[src/design/cau_pkg.sv]
// shared types, constants and the clipping function of the complex arithmetic unit
// depends on nothing; every other file of the unit uses it by scoped names
package cau_pkg;

   localparam int DATA_W = 16;
   localparam int QUO_W  = DATA_W + 1;
   localparam int PROD_W = 2 * DATA_W;
   localparam int SUM_W  = 2 * DATA_W + 1;
   localparam int REM_W  = 2 * DATA_W + 1 + QUO_W;
   localparam int LIM_W  = 2 * DATA_W + 2;

   typedef enum logic [1:0] {
      MODE_ADD = 2'd0,
      MODE_SUB = 2'd1,
      MODE_MUL = 2'd2,
      MODE_DIV = 2'd3
   } mode_type;

   typedef struct packed {
      mode_type                  mode;
      logic signed [DATA_W-1:0]  a_re;
      logic signed [DATA_W-1:0]  a_im;
      logic signed [DATA_W-1:0]  b_re;
      logic signed [DATA_W-1:0]  b_im;
   } req_type;

   typedef struct packed {
      logic signed [DATA_W-1:0]  res_re;
      logic signed [DATA_W-1:0]  res_im;
      logic                      saturated;
      logic                      div_by_zero;
   } rsp_type;

   // one item in flight through the divider stages
   typedef struct packed {
      logic               valid;
      logic               is_div;
      logic               neg_re;
      logic               neg_im;
      logic [REM_W-1:0]   rem_re;
      logic [REM_W-1:0]   rem_im;
      logic [PROD_W-1:0]  den;
      logic [QUO_W-1:0]   q_re;
      logic [QUO_W-1:0]   q_im;
      rsp_type            rsp;
   } div_type;

   // clip to the data range, top bit of the result is the clip flag
   function automatic logic [DATA_W:0] clip_fn(input logic signed [LIM_W-1:0] v);
      logic signed [LIM_W-1:0] hi;
      logic signed [LIM_W-1:0] lo;
      logic [DATA_W:0]         r;
      hi = LIM_W'((2 ** (DATA_W - 1)) - 1);
      lo = -hi - LIM_W'(1);
      if (v > hi) begin
         r = {1'b1, hi[DATA_W-1:0]};
      end else if (v < lo) begin
         r = {1'b1, lo[DATA_W-1:0]};
      end else begin
         r = {1'b0, v[DATA_W-1:0]};
      end
      return r;
   endfunction

endpackage

[src/design/cau_div_stage.sv]
// one restoring division step for both result parts, with its pipeline register
// depends on cau_pkg
module cau_div_stage #(
   parameter int BIT = 0
) (
   input  logic            clock,
   input  logic            reset,
   input  cau_pkg::div_type stage_in,
   output cau_pkg::div_type stage_out
);

   logic [cau_pkg::REM_W-1:0] trial;
   cau_pkg::div_type          stage_in_d;
   cau_pkg::div_type          stage_ff;

   // subtract the shifted divisor where it fits and set the quotient bit
   always_comb begin
      trial      = cau_pkg::REM_W'(stage_in.den) << BIT;
      stage_in_d = stage_in;
      if (stage_in.rem_re >= trial) begin
         stage_in_d.rem_re    = stage_in.rem_re - trial;
         stage_in_d.q_re[BIT] = 1'b1;
      end
      if (stage_in.rem_im >= trial) begin
         stage_in_d.rem_im    = stage_in.rem_im - trial;
         stage_in_d.q_im[BIT] = 1'b1;
      end
   end

   always_ff @(posedge clock) begin
      if (reset) begin
         stage_ff <= '0;
      end else begin
         stage_ff <= stage_in_d;
      end
   end

   assign stage_out = stage_ff;

endmodule

[config.mk]
export PLATFORM = sky130hd
export DESIGN_NAME = cau_div_stage
export DESIGN_NICKNAME = d
export VERILOG_FILES = /design/src/design/cau_pkg.sv /design/src/design/cau_div_stage.sv
export SDC_FILE = /design/constraint.sdc
export NUM_CORES = 1
export LEC_CHECK = 0
export ABC_AREA = 1
export BUFFER_PORTS_ARGS = -buffer_cell sky130_fd_sc_hd__clkbuf_2
export CAP_MARGIN = 20
export CORE_ASPECT_RATIO = 1.2
export CORE_UTILIZATION = 45
export CTS_CLUSTER_DIAMETER = 80
export DETAILED_ROUTE_END_ITERATION = 8
export GPL_TIMING_DRIVEN = 0
export PLACE_DENSITY = 0.77
export SKIP_LAST_GASP = 1
export SYNTH_ARGS = -nofsm -noshare
export SYNTH_HDL_FRONTEND = slang
export SYNTH_SLANG_ARGS = --single-unit
[constraint.sdc]
create_clock -name clock -period 3.8 [get_ports clock]
set_input_delay 0.76 -clock clock [delete_from_list [all_inputs] [get_ports clock]]
set_output_delay 0.76 -clock clock [all_outputs]
set_load 0.05 [all_outputs]
# After elaboration in Yosys (flattened, before gate mapping)
# Index checks and enable logic that the tools add are counted.
# totals
output_inout_bits,204
elab_cells,21
ff_bits,204
in_bits,206
# classes
muxes,4
n_addsub,2
order_cmp,2
# ops
operator,count
50-bit by 32-bit greater-or-equal comparator with 1-bit output,2
50-bit 2-to-1 mux,2
50-bit by 32-bit subtractor with 50-bit output,2
1-bit 2-to-1 mux,2

# Logic depth before layout (Yosys ltp)
# logic_depth
depth_word,2
mapped_depth,16
mapped_depth_nobuf,16

# Worst setup path after synthesis
# No wires, ideal clock.
# synth_path
path_kind,input to register
from,input stage_in[99] in the netlist's numbering
to,register stage_ff (netlist bit stage_out[167])
cell_stages,13
arrival_time_ns,2.358
slack_ns,1.328
cell_sequence,inv_1 ha_1 a21oi_2 inv_2 nor2_4 nand2_1 a21oi_4 nand3_2 nor2_4 buf_6 nand2_1 nand2_1 nor2_2
# synth_via
elab_chain_len,2
# synth_rtl
element,line_no,text
start: declaration,cau_div_stage.sv:8,"input cau_pkg::div_type stage_in,"
50-bit by 32-bit greater-or-equal comparator with 1-bit output,cau_div_stage.sv:20,if (stage_in.rem_re >= trial) begin
50-bit 2-to-1 mux,cau_div_stage.sv:20,
end signal: assignment,cau_div_stage.sv:34,stage_ff <= stage_in_d;
end: declaration,cau_div_stage.sv:14,cau_pkg::div_type stage_ff;
# No other way between the ends.
# A chain may end at the register's enable or synchronous reset.

# Worst setup path in the final report
# layout_path
from,input stage_in[77] in the netlist's numbering
to,register stage_ff (netlist bit stage_out[115])
# layout_via
elab_chain_len,2
elab_cells_between_ends,3
# layout_rtl
element,line_no,text
50-bit by 32-bit subtractor with 50-bit output / 50-bit by 32-bit greater-or-equal comparator with 1-bit output (equally long branches),"cau_div_stage.sv:25, cau_div_stage.sv:24",
50-bit 2-to-1 mux (*),cau_div_stage.sv:24,if (stage_in.rem_im >= trial) begin
# Mark *: on every way between the ends. The rest lies on a longest branch, timed or not.

==> metrics.txt <==
# Post-CTS Setup Buffers=0; # DRC=0; Synth cell types=35; # Max-Cap Violations=0; Final Hold Fails=0; Area Overhead vs Synth=23.6%; die height=around 200 µm; Placer Congestion=1.02; grt total ovfl=0; post-synth top area share=around 29%; DP Area=16900 µm²; Post-Synthesis Cell Area=14300 µm²; final wirelength=roughly 54000 µm; crit start category=input port; final hold slack=393 ps; fin area=17700 µm²; most common cell after layout, fill and taps aside=nand2_1; Synth area leaders=dfxtp_1, nand2_1, inv_1, nor2_1, ha_1; TritonCTS clock tree=yes; pwr dens=between 300 and 400 nW/µm²; Final Core Density=56.5%; CTS Hold Bufs=0; worst slew pin tran=798 ps; Avg WL per Cell=15.8 µm; Core Region=31400 µm²; die area=32600 µm²; sequential area share after synthesis=28.5%; Max Transition Viols Final=0; vias after detailed routing=roughly 16000; Syn Area/Cell=around 5.6 µm²; max reg flops=204; relative slew slack=a little under half; Final Cycle Share=75.0%; leading area contributor after synthesis=dfxtp_1; crit path to=stage_out[115]$_SDFF_PP0_; max frequency=0.351 GHz; FFs w/ async S/R, synth=0%; Crit. Startpoint=stage_in[77]; Hold Path Class=in -> reg; Port Buf Inserts=just over 400; final setup fails=0; initial antenna violation count=1; Worst EP arrival=approximately 3300 ps; RSZ-0062 raised after global routing=false; Post-synth EDFFs=0; first-pass GRT wire length=81400 µm; status=finished, final reports clean; largest net degree at the start of global routing=16; Initial DRC Count=slightly below 1000; Critical Path Fanout Max=10; share of cells above drive strength 1=16.6%; hold_sp=stage_in[27]; WS Path Type=in -> reg; LEAKAGE=11.1 nW; Tmin final=2850 ps; Main synth FF type=dfxtp_1; Net Count, Synth=2843; Crit path required time=4240 ps; post-CTS sizing=0; die width=165 µm; DR pass1 iterations=5; final net count=3276; CTS Buf Count=22; CTS H-tree depth=1; Syn Inst Count=2571; vias per std cell=approximately 4.7; Final TNS setup=0 ps; Power, Total=7.00 mW; Ys Warns=0; IO Pins=410; crit end category=flip-flop; clock root buffer=clkbuf_16; Initial Utilization=45.7%; CTS max path bufs=3; clock tree sinks=~200; Seq cells post-synth=204; most frequent cells in the layout=nand2_1, inv_1, nor2_1; clk slew on worst S/H paths=70 ps; vias in the first global route=15400; Cell Rows=71; maximum vdd drop=around 0.43 mV; DP HPWL=47000 µm; Routed Antenna Nets=0; GRT Total Usage=33.2%
-- logic make-up after synthesis --
family                   Yosys count  synth area share [%]
AND/OR/NAND/NOR                 1592                  44.6
buffers and inverters            640                  17.5
flip-flops                       204                  28.5
adder cells (fa/ha/maj)           66                  5.87
XOR/XNOR                          35                  2.14
AO/OA/AOI/OAI                     34                  1.43
-- worst max-delay path, stage by stage --
cell      delay [ps]
clkbuf_2          80
inv_1            130
ha_1             400
nand2_1          110
nor2_1           300
nand3_1          140
nand3_1          210
nand2_1          120
a21oi_2          320
nor2_4           150
buf_6            180
nand2_1           60
nand2_1           40
nor2_1           270
-- synthesized netlist by cell type, types with 2 or more instances --
cell type	n
nand3_2	2
or2_2	2
buf_6	10
buf_1	4
nand4_1	37
a21oi_1	24
a21oi_2	5
nor2_2	7
nor2_1	437
nor3_2	2
nor2_4	5
buf_2	4
and2_1	6
nor3_1	8
nand3_1	110
xor2_1	35
nand2_2	4
ha_1	64
buf_4	3
nand2_1	964
o21bai_1	2
nand3b_1	4
dfxtp_1	204
fa_1	2
o21ai_0	2
inv_1	596
clkbuf_1	14
inv_2	7
-- stage by stage --
step | worst slack, ps | std cells
6_report | 949 | 3421
5_1_grt | 884 | 3421
4_1_cts | 996 | 3420
3_5_place_dp | 443 | 3381
3_3_place_gp | 455 | 3380
2_1_floorplan | 1330 | 2571
-- layout make-up --
type,count,area (µm²)
Fill cell,3318,13700
Multi-Input combinational cell,1727,7740
Sequential cell,204,4080
Inverter,604,2270
Timing Repair Buffer,409,2060
Clock buffer,28,593
Tap cell,401,502
Buffer,36,238
Clock inverter,11,226
Antenna cell,1,2.50
-- where the power goes --
| part | internal, mW | switching, mW | leakage (nW) |
|---|---|---|---|
| combinational | 0.583 | 1.66 | 9.03 |
| sequential | 2.31 | 0.0471 | 1.70 |
| clock | 1.46 | 0.937 | 0.392 |
-- worst min-delay path by stage --
stage / to / slack (ps) / cells after the start
floorplan: stage_out[0]$_SDFF_PP0_ / 870 / 2
global placement: stage_out[19]$_SDFF_PP0_ / 950 / 3
detailed placement: stage_out[5]$_SDFF_PP0_ / 960 / 3
CTS: stage_out[27]$_SDFF_PP0_ / 380 / 3
global route: stage_out[0]$_SDFF_PP0_ / 400 / 3
finish: stage_out[27]$_SDFF_PP0_ / 390 / 3
-- routing by layer --
metal	up-vias	track usage, %	wire length (µm)	part of all wire, %
li1	8317	-	-	-
met1	7029	35.8	21100	39
met2	504	61.9	26900	50
met3	146	3.44	2760	5.1
met4	0	19.3	3360	6.2
met5	-	0	0	0
Note: power is estimated with default switching activity, not from simulation.
